<file path="src/rtl/hglf_pkg.sv">
// Shared types and constants for the histogram gap filler.
package hglf_pkg;

    localparam int MAX_GAP_DEF    = 63;
    localparam int VALUE_BITS_DEF = 32;
    localparam int FIELD_W        = 32;

    typedef enum logic [2:0] {
        S_IDLE,
        S_ZERO,
        S_DIV,
        S_INTERP,
        S_SELF
    } t_state;

    typedef enum logic [1:0] {
        EMIT_NONE,
        EMIT_ZERO,
        EMIT_INTERP,
        EMIT_SELF
    } t_emit;

    typedef struct packed {
        logic  accept;
        logic  div_start;
        logic  interp_init;
        t_emit emit;
        logic  run_last;
        logic  done;
        logic  abandoned;
    } t_cmd;

    typedef struct packed {
        logic bin_zero;
        logic slot_free;
        logic div_done;
    } t_status;

endpackage

</file>
<file path="src/rtl/histogram_gap_linear_fill.sv">
// Top level of the histogram gap filler: controller plus datapath.
//
// Bins of a histogram enter on the input channel (i_in_valid, o_in_stall) one
// item at a time, the underflow bin first. Results leave on the output channel
// (o_out_valid, i_out_stall) with o_run_last marking the final result caused
// by an input item; many input items cause no result at all.
// A zero bin is held in a pending gap. A nonzero bin that closes a gap
// of n-1 held bins starts a shift-subtract divider that works out
// |bin - anchor| / n at one quotient bit per cycle. The held bins are then
// emitted one per cycle while the output is not stalled, from a running
// quotient and remainder, followed by the bin itself. Flushed zeros also
// go out one per cycle while the output is not stalled.
// The block works on one item at a time: o_in_stall is high from the cycle
// after an item that causes results is accepted until its last result is
// loaded into the output register, so the next item is taken while that
// result still waits. A stalled output holds its result and freezes the sequencing.
// Synchronous reset (i_rst_n low) empties the output register, clears the
// anchor, the pending gap count and the abandoned-gap mode; the input channel
// stalls while reset is held.
module histogram_gap_linear_fill import hglf_pkg::*; #(
    parameter int MAX_GAP    = MAX_GAP_DEF,
    parameter int VALUE_BITS = VALUE_BITS_DEF
) (
    input  logic               i_clk,
    input  logic               i_rst_n,
    input  logic               i_in_valid,
    output logic               o_in_stall,
    input  logic [FIELD_W-1:0] i_bin_value,
    input  logic               i_is_underflow,
    input  logic               i_is_last_bin,
    output logic               o_out_valid,
    input  logic               i_out_stall,
    output logic [FIELD_W-1:0] o_filled_value,
    output logic               o_run_last,
    output logic               o_histogram_done,
    output logic               o_gap_abandoned
);

    localparam int CW = $clog2(MAX_GAP + 1);

    t_cmd          cmd;
    t_status       status;
    logic [CW-1:0] div_n;

    // The controller decodes each item against the gap state and steps
    // through the zero flush, division, interpolation and final-bin phases.
    hglf_ctrl #(
        .MAX_GAP (MAX_GAP)
    ) u_ctrl (
        .i_clk          (i_clk),
        .i_rst_n        (i_rst_n),
        .i_in_valid     (i_in_valid),
        .i_is_underflow (i_is_underflow),
        .i_is_last_bin  (i_is_last_bin),
        .i_status       (status),
        .o_in_stall     (o_in_stall),
        .o_cmd          (cmd),
        .o_div_n        (div_n)
    );

    // The datapath holds the anchor, the divider and the output register.
    hglf_dp #(
        .MAX_GAP    (MAX_GAP),
        .VALUE_BITS (VALUE_BITS)
    ) u_dp (
        .i_clk            (i_clk),
        .i_rst_n          (i_rst_n),
        .i_bin_value      (i_bin_value),
        .i_is_underflow   (i_is_underflow),
        .i_is_last_bin    (i_is_last_bin),
        .i_cmd            (cmd),
        .i_div_n          (div_n),
        .i_out_stall      (i_out_stall),
        .o_status         (status),
        .o_out_valid      (o_out_valid),
        .o_filled_value   (o_filled_value),
        .o_run_last       (o_run_last),
        .o_histogram_done (o_histogram_done),
        .o_gap_abandoned  (o_gap_abandoned)
    );

endmodule

</file>
<file path="src/rtl/hglf_ctrl.sv">
// Controller state machine: decodes each bin and sequences the results it causes.
module hglf_ctrl import hglf_pkg::*; #(
    parameter int MAX_GAP = MAX_GAP_DEF,
    localparam int CW     = $clog2(MAX_GAP + 1)
) (
    input  logic          i_clk,
    input  logic          i_rst_n,
    input  logic          i_in_valid,
    input  logic          i_is_underflow,
    input  logic          i_is_last_bin,
    input  t_status       i_status,
    output logic          o_in_stall,
    output t_cmd          o_cmd,
    output logic [CW-1:0] o_div_n
);

    t_state        r_state, n_state;
    logic [CW-1:0] r_count, n_count;
    logic          r_abandon, n_abandon;
    logic [CW-1:0] r_left, n_left;
    logic          r_zero_ab, n_zero_ab;
    logic          r_self_en, n_self_en;
    logic          r_self_done, n_self_done;
    logic          r_self_ab, n_self_ab;

    logic          accept;
    logic [CW-1:0] count_inc;

    assign o_in_stall = !i_rst_n || (r_state != S_IDLE);
    assign accept     = i_in_valid && !o_in_stall;
    assign count_inc  = r_count + CW'(1);
    assign o_div_n    = count_inc;

    always_comb begin
        n_state     = r_state;
        n_count     = r_count;
        n_abandon   = r_abandon;
        n_left      = r_left;
        n_zero_ab   = r_zero_ab;
        n_self_en   = r_self_en;
        n_self_done = r_self_done;
        n_self_ab   = r_self_ab;
        case (r_state)
            S_IDLE: begin
                if (accept) begin
                    if (i_is_underflow) begin
                        n_count   = '0;
                        n_abandon = 1'b0;
                        n_left    = r_count;
                        n_zero_ab = 1'b0;
                        n_self_en = 1'b0;
                        if (r_count != '0) begin
                            n_state = S_ZERO;
                        end
                    end else if (i_status.bin_zero) begin
                        if (r_abandon) begin
                            n_state     = S_SELF;
                            n_self_done = i_is_last_bin;
                            n_self_ab   = 1'b1;
                        end else if (i_is_last_bin) begin
                            n_left      = r_count;
                            n_zero_ab   = 1'b0;
                            n_self_en   = 1'b1;
                            n_self_done = 1'b1;
                            n_self_ab   = 1'b0;
                            n_state     = (r_count != '0) ? S_ZERO : S_SELF;
                        end else if (count_inc >= CW'(MAX_GAP)) begin
                            n_left    = count_inc;
                            n_zero_ab = 1'b1;
                            n_self_en = 1'b0;
                            n_count   = '0;
                            n_abandon = 1'b1;
                            n_state   = S_ZERO;
                        end else begin
                            n_count = count_inc;
                        end
                    end else begin
                        n_left      = r_count;
                        n_self_done = i_is_last_bin;
                        n_self_ab   = 1'b0;
                        n_count     = '0;
                        n_abandon   = 1'b0;
                        n_state     = (r_count != '0) ? S_DIV : S_SELF;
                    end
                    // The last bin of a histogram leaves the gap state empty.
                    if (!i_is_underflow && i_is_last_bin) begin
                        n_count   = '0;
                        n_abandon = 1'b0;
                    end
                end
            end
            S_ZERO: begin
                if (i_status.slot_free) begin
                    n_left = r_left - CW'(1);
                    if (r_left == CW'(1)) begin
                        n_state = r_self_en ? S_SELF : S_IDLE;
                    end
                end
            end
            S_DIV: begin
                if (i_status.div_done) begin
                    n_state = S_INTERP;
                end
            end
            S_INTERP: begin
                if (i_status.slot_free) begin
                    n_left = r_left - CW'(1);
                    if (r_left == CW'(1)) begin
                        n_state = S_SELF;
                    end
                end
            end
            S_SELF: begin
                if (i_status.slot_free) begin
                    n_state = S_IDLE;
                end
            end
            default: begin
                n_state = S_IDLE;
            end
        endcase
    end

    always_comb begin
        o_cmd             = '0;
        o_cmd.emit        = EMIT_NONE;
        o_cmd.accept      = accept;
        o_cmd.div_start   = accept && !i_is_underflow && !i_status.bin_zero
                            && (r_count != '0);
        case (r_state)
            S_ZERO: begin
                if (i_status.slot_free) begin
                    o_cmd.emit      = EMIT_ZERO;
                    o_cmd.abandoned = r_zero_ab;
                    o_cmd.run_last  = (r_left == CW'(1)) && !r_self_en;
                end
            end
            S_DIV: begin
                o_cmd.interp_init = i_status.div_done;
            end
            S_INTERP: begin
                if (i_status.slot_free) begin
                    o_cmd.emit = EMIT_INTERP;
                end
            end
            S_SELF: begin
                if (i_status.slot_free) begin
                    o_cmd.emit      = EMIT_SELF;
                    o_cmd.done      = r_self_done;
                    o_cmd.abandoned = r_self_ab;
                    o_cmd.run_last  = 1'b1;
                end
            end
            default: begin
                o_cmd.emit = EMIT_NONE;
            end
        endcase
    end

    always_ff @(posedge i_clk) begin
        if (!i_rst_n) begin
            r_state   <= S_IDLE;
            r_count   <= '0;
            r_abandon <= 1'b0;
            r_left    <= '0;
            r_zero_ab <= 1'b0;
            r_self_en <= 1'b0;
            r_self_done <= 1'b0;
            r_self_ab <= 1'b0;
        end else begin
            r_state   <= n_state;
            r_count   <= n_count;
            r_abandon <= n_abandon;
            r_left    <= n_left;
            r_zero_ab <= n_zero_ab;
            r_self_en <= n_self_en;
            r_self_done <= n_self_done;
            r_self_ab <= n_self_ab;
        end
    end

endmodule

</file>
<file path="src/rtl/hglf_dp.sv">
// Datapath: anchor, shift-subtract divider, interpolation accumulators and output register.
module hglf_dp import hglf_pkg::*; #(
    parameter int MAX_GAP    = MAX_GAP_DEF,
    parameter int VALUE_BITS = VALUE_BITS_DEF,
    localparam int CW        = $clog2(MAX_GAP + 1),
    localparam int VW        = (VALUE_BITS < FIELD_W) ? VALUE_BITS : FIELD_W,
    localparam int DCW       = $clog2(VW + 1)
) (
    input  logic               i_clk,
    input  logic               i_rst_n,
    input  logic [FIELD_W-1:0] i_bin_value,
    input  logic               i_is_underflow,
    input  logic               i_is_last_bin,
    input  t_cmd               i_cmd,
    input  logic [CW-1:0]      i_div_n,
    input  logic               i_out_stall,
    output t_status            o_status,
    output logic               o_out_valid,
    output logic [FIELD_W-1:0] o_filled_value,
    output logic               o_run_last,
    output logic               o_histogram_done,
    output logic               o_gap_abandoned
);

    logic [VW-1:0]  in_v;
    logic [VW-1:0]  r_anchor;
    logic [VW-1:0]  r_bin;
    logic [VW-1:0]  r_base;
    logic           r_neg;
    logic [CW-1:0]  r_div_n;
    logic [VW-1:0]  r_quo;
    logic [CW-1:0]  r_rem;
    logic [DCW-1:0] r_div_cnt;
    logic [VW-1:0]  r_acc_q;
    logic [CW-1:0]  r_acc_r;
    logic           r_out_valid;
    logic [VW-1:0]  r_out_value;
    logic           r_out_last;
    logic           r_out_done;
    logic           r_out_ab;

    logic           in_neg;
    logic [VW-1:0]  in_mag;
    logic [CW:0]    rem_sh;
    logic           rem_ge;
    logic [CW:0]    rem_sub;
    logic [CW:0]    acc_sum;
    logic           acc_carry;
    logic [CW:0]    acc_sub;
    logic [VW-1:0]  interp_value;

    assign in_v   = i_bin_value[VW-1:0];
    assign in_neg = in_v < r_anchor;
    assign in_mag = in_neg ? (r_anchor - in_v) : (in_v - r_anchor);

    // One quotient bit per cycle.
    assign rem_sh  = {r_rem, r_quo[VW-1]};
    assign rem_ge  = rem_sh >= {1'b0, r_div_n};
    assign rem_sub = rem_sh - {1'b0, r_div_n};

    // Quotient and remainder of |d|/n step the running j*|d|/n forward.
    assign acc_sum   = {1'b0, r_acc_r} + {1'b0, r_rem};
    assign acc_carry = acc_sum >= {1'b0, r_div_n};
    assign acc_sub   = acc_sum - {1'b0, r_div_n};
    assign interp_value = r_neg ? (r_base - r_acc_q) : (r_base + r_acc_q);

    assign o_status.bin_zero  = (in_v == '0);
    assign o_status.slot_free = !r_out_valid || !i_out_stall;
    assign o_status.div_done  = (r_div_cnt == '0);

    assign o_out_valid      = r_out_valid;
    assign o_filled_value   = FIELD_W'(r_out_value);
    assign o_run_last       = r_out_last;
    assign o_histogram_done = r_out_done;
    assign o_gap_abandoned  = r_out_ab;

    always_ff @(posedge i_clk) begin
        if (!i_rst_n) begin
            r_anchor  <= '0;
            r_div_cnt <= '0;
        end else begin
            if (i_cmd.accept) begin
                if (i_is_underflow) begin
                    r_anchor <= in_v;
                end else if (i_is_last_bin) begin
                    r_anchor <= '0;
                end else if (in_v != '0) begin
                    r_anchor <= in_v;
                end
            end
            if (i_cmd.div_start) begin
                r_div_cnt <= DCW'(VW);
            end else if (r_div_cnt != '0) begin
                r_div_cnt <= r_div_cnt - DCW'(1);
            end
        end
    end

    always_ff @(posedge i_clk) begin
        if (i_cmd.accept) begin
            r_bin  <= in_v;
            r_base <= r_anchor;
            r_neg  <= in_neg;
        end
        if (i_cmd.div_start) begin
            r_div_n <= i_div_n;
            r_quo   <= in_mag;
            r_rem   <= '0;
        end else if (r_div_cnt != '0) begin
            r_quo <= {r_quo[VW-2:0], rem_ge};
            r_rem <= rem_ge ? rem_sub[CW-1:0] : rem_sh[CW-1:0];
        end
        if (i_cmd.interp_init) begin
            r_acc_q <= r_quo;
            r_acc_r <= r_rem;
        end else if (i_cmd.emit == EMIT_INTERP) begin
            r_acc_q <= r_acc_q + r_quo + VW'(acc_carry);
            r_acc_r <= acc_carry ? acc_sub[CW-1:0] : acc_sum[CW-1:0];
        end
    end

    always_ff @(posedge i_clk) begin
        if (!i_rst_n) begin
            r_out_valid <= 1'b0;
        end else if (i_cmd.emit != EMIT_NONE) begin
            r_out_valid <= 1'b1;
        end else if (!i_out_stall) begin
            r_out_valid <= 1'b0;
        end
    end

    always_ff @(posedge i_clk) begin
        if (i_cmd.emit != EMIT_NONE) begin
            r_out_last <= i_cmd.run_last;
            r_out_done <= i_cmd.done;
            r_out_ab   <= i_cmd.abandoned;
            case (i_cmd.emit)
                EMIT_INTERP: r_out_value <= interp_value;
                EMIT_SELF:   r_out_value <= r_bin;
                default:     r_out_value <= '0;
            endcase
        end
    end

endmodule
</file>
<file path="config.mk">
export PLATFORM = sky130hd
export DESIGN_NAME = histogram_gap_linear_fill
export DESIGN_NICKNAME = d
export VERILOG_FILES = /design/src/rtl/hglf_pkg.sv /design/src/rtl/histogram_gap_linear_fill.sv /design/src/rtl/hglf_ctrl.sv /design/src/rtl/hglf_dp.sv
export SDC_FILE = /design/constraint.sdc
export NUM_CORES = 1
export LEC_CHECK = 0
export BUFFER_PORTS_ARGS = -buffer_cell sky130_fd_sc_hd__buf_2
export CAP_MARGIN = 40
export CORE_ASPECT_RATIO = 2
export CORE_MARGIN = 3
export CORE_UTILIZATION = 63
export DETAILED_ROUTE_END_ITERATION = 6
export PLACE_DENSITY = 0.81
export RECOVER_POWER = 25
export SLEW_MARGIN = 10
export SYNTH_ARGS = -nofsm -noshare
export SYNTH_HDL_FRONTEND = slang
export SYNTH_SLANG_ARGS = --single-unit
</file>
<file path="constraint.sdc">
create_clock -name i_clk -period 6.6 [get_ports i_clk]
set_input_delay 0.66 -clock i_clk [delete_from_list [all_inputs] [get_ports i_clk]]
set_output_delay 0.66 -clock i_clk [all_outputs]
set_load 0.005 [all_outputs]
</file>
==> metrics <==
run status=complete, but fails checks; failing checks=DRC, capacitance limit, slew limit; metal2 WL=25500 um; # setup viols final=0; maxcap violations=1; Core ar.=27200 um2; FMAX=0.164 GHz; Die X=124 um; mux cell area share after synthesis=1.25%; worst-path maximum fanout=9; Power Density=320 nW/um2; Leak=7.47 nW; Synth area leader=edfxtp_1; final WL=48400 um; final slew viol count=35; I/O Buffers=74; placed wire-length estimate=36700 um; number of synthesized flops with an enable pin=176; RSZ-0062 raised after global routing=false; largest cells by area after synthesis=edfxtp_1 (30%), ha_1 (11%), dfxtp_1 (7.4%), a21oi_1 (4.8%), nand2_1 (4.5%); CTS sink cnt=241; num rows=85; GPL Wtd Cong=0.979; post-synth cell types=92; overall power=6.04 mW; Crit path required time=6900 ps; cell family with most CP delay=compound AO/OA/AOI/OAI gates; Top Layer Used=met4; CP max stage cell=fa_1; Arr. time, crit path=6380 ps; Slew @ Worst Pin=2170 ps; Fill cells=2248; setup_tns=0 ps; most frequent cell after synthesis=nand2_1; maximum vdd ir drop=0.269 mV; Seq/Total Area, Yosys=37.5%; area share of the largest cell type after synthesis=30.1%; postcts setup bufs=0; vias in the first global route=15.2k; routed via count=15.2k; Hold Violations, Final=0; initial antenna violation count=1; Initial Utilization=64.6%; simple logic cell fraction of the synthesized area=17.2%; Final nets=2194; I/O pin count=75; worst path bufs/invs=0; Inserted Diodes=0; Top cell by count, worst path=fa_1; ratio of cells with drive above 1 in the final layout=5.80%; drt pass-1 iters=7; Worst path max stage delay=640 ps; Synth Area in Adders=11.5%; number of hold buffers added after cts=0; full die area=30100 um2; Clock Skew=17.6 ps; relative slew slack=-44.5%; largest net degree at the start of global routing=49; post-route ant nets=0; Period minus WS final=6090 ps; Post-Syn Area=17600 um2; H-tree Lvls=1; Synth Instances=1969; r2r setup slk=510 ps; main combinational cell family by area after synthesis=compound AO/OA/AOI/OAI gates; Hold Path Class=primary input to register; Synth Area in Compound Gates=21.1%; Commonest cells post-synth=nand2_1 (210), edfxtp_1 (176), a21oi_1 (168); FFs w/ async S/R, synth=0%; DR WL/cell=20.5 um; Place WS=602 ps; final worst slack=514 ps; fin area=18900 um2; Vias per Instance=6.45; clock tree buffer depth=3; grt total ovfl=0; All-Layer GR Usage=32.0%; Synth Area in XOR/XNOR=6.73%; WL met1=16700 um; Layout area overhead=7.28%; Syn Nets=2164; post-route clock period utilization=92.2%; WS Path Type=register to register; first-pass GRT wire length=76000 um; Inserted Clock Buffers=23; Die Ht=242 um; CP Cell Sequence=ha_1 -> fa_1 -> ha_1 -> nor2b_1 -> o21ai_0 -> a21boi_0 -> o21ai_0 -> nand2b_1 -> a31o_2 -> a21oi_2 -> fa_1 -> fa_1 -> nor2b_1 -> o21ai_1 -> a21oi_1 -> o21ai_1 -> o22ai_1 -> a311oi_1 -> a21oi_1 -> a31oi_1 -> mux2i_1 -> nor2_1; CP Launch Type=register; CTS root buf=clkbuf_16; DRC Markers=1; detailed router's first-iteration violation count=1213; dpl cell area=18200 um2; CTS tree=done; crit end category=register; clock latency on the worst-skew pair=550 ps; ys flop type=edfxtp_1; Met3 Wirelength=2500 um; synth warn=0; synthesized area per cell=8.93 um2; clock transition at the registers of the reported paths=70 ps; post_cts resized=0; #FFs+latches synth=241
area by class of cell:
| cell class | instances | area [um2] | share of cell area (%) |
|---|---|---|---|
| inverter | 116 | 438 | 2.32 |
| clock inverter | 12 | 108 | 0.571 |
| tap | 348 | 435 | 2.31 |
| multi-input combinational | 1524 | 10200 | 54.0 |
| clock buffer | 30 | 632 | 3.35 |
| sequential | 241 | 6590 | 34.9 |
| timing repair buffer | 93 | 479 | 2.54 |
sequential cells by signal, indices dropped and copies added (netlist names), 3 cells and up:
name / flops
u_dp.r_div_n: 6
u_ctrl.r_left: 6
u_dp.o_filled_value: 32
u_ctrl.r_count: 6
u_dp.r_acc_r: 6
u_dp.r_anchor: 32
u_dp.r_acc_q: 32
u_dp.r_rem: 6
u_dp.r_base: 32
u_ctrl.r_state: 3
u_dp.r_div_cnt: 6
u_dp.r_quo: 32
u_dp.r_bin: 32
layer usage:
metal,vias to the layer above,track usage [%]
met3,205,3.34
li1,7157,-
met5,-,0
met4,0,21.7
met2,643,57.8
met1,7236,33.8
placed cells by master (no fill, tap or decap), drive strengths merged, types with 9 or more instances in the layout:
master,n
nand2,211
edfxtp,176
a21oi,170
o21ai,153
ha,149
nor2,142
inv,118
clkbuf,89
xnor2,83
dfxtp,65
nand3,62
a21o,59
xor2,52
a21boi,40
nor3,39
buf,34
nor2b,30
nand2b,26
nor4,22
o21a,21
nand4,21
a31oi,21
or3,21
a211oi,17
and2,15
mux2i,14
o31ai,14
o211ai,13
and3,12
o21bai,9
worst paths after layout:
path,to,cells past startpoint,start
worst max-delay path,u_dp.r_acc_q[30],22,u_dp.r_acc_r[0]
worst max register to register,u_dp.r_acc_q[30],22,u_dp.r_acc_r[0]
worst min register to register,u_ctrl.r_self_done,2,u_ctrl.r_self_done
worst min-delay path,u_dp.r_bin[26],1,i_bin_value[26]
cells by family (layout without fill, tap and decap cells):
family | Yosys count | in the layout
and+or+nand+nor | 631 | 631
AOI/OAI and AO/OA | 580 | 580
DFF | 241 | 241
buffers and inverters | 204 | 251
adders and majority gates | 157 | 157
xor gates and xnor gates | 135 | 135
muxes | 21 | 21
power by group:
part	internal, mW	switching, mW	total [mW]
sequential	2.01	0.188	2.19
combinational	1.02	1.49	2.51
clock	0.723	0.609	1.33
stage by stage:
step | utilization, % | instances | hold slack, ps
detailed placement | 66.8 | 2321 | 472
global route | 69.3 | 2364 | 442
global placement | 66.5 | 2316 | 466
finish | 69.3 | 2364 | 443
CTS | 69.5 | 2363 | 354
floorplan | - | 1969 | 430
Power figures use the tool's default switching activity.
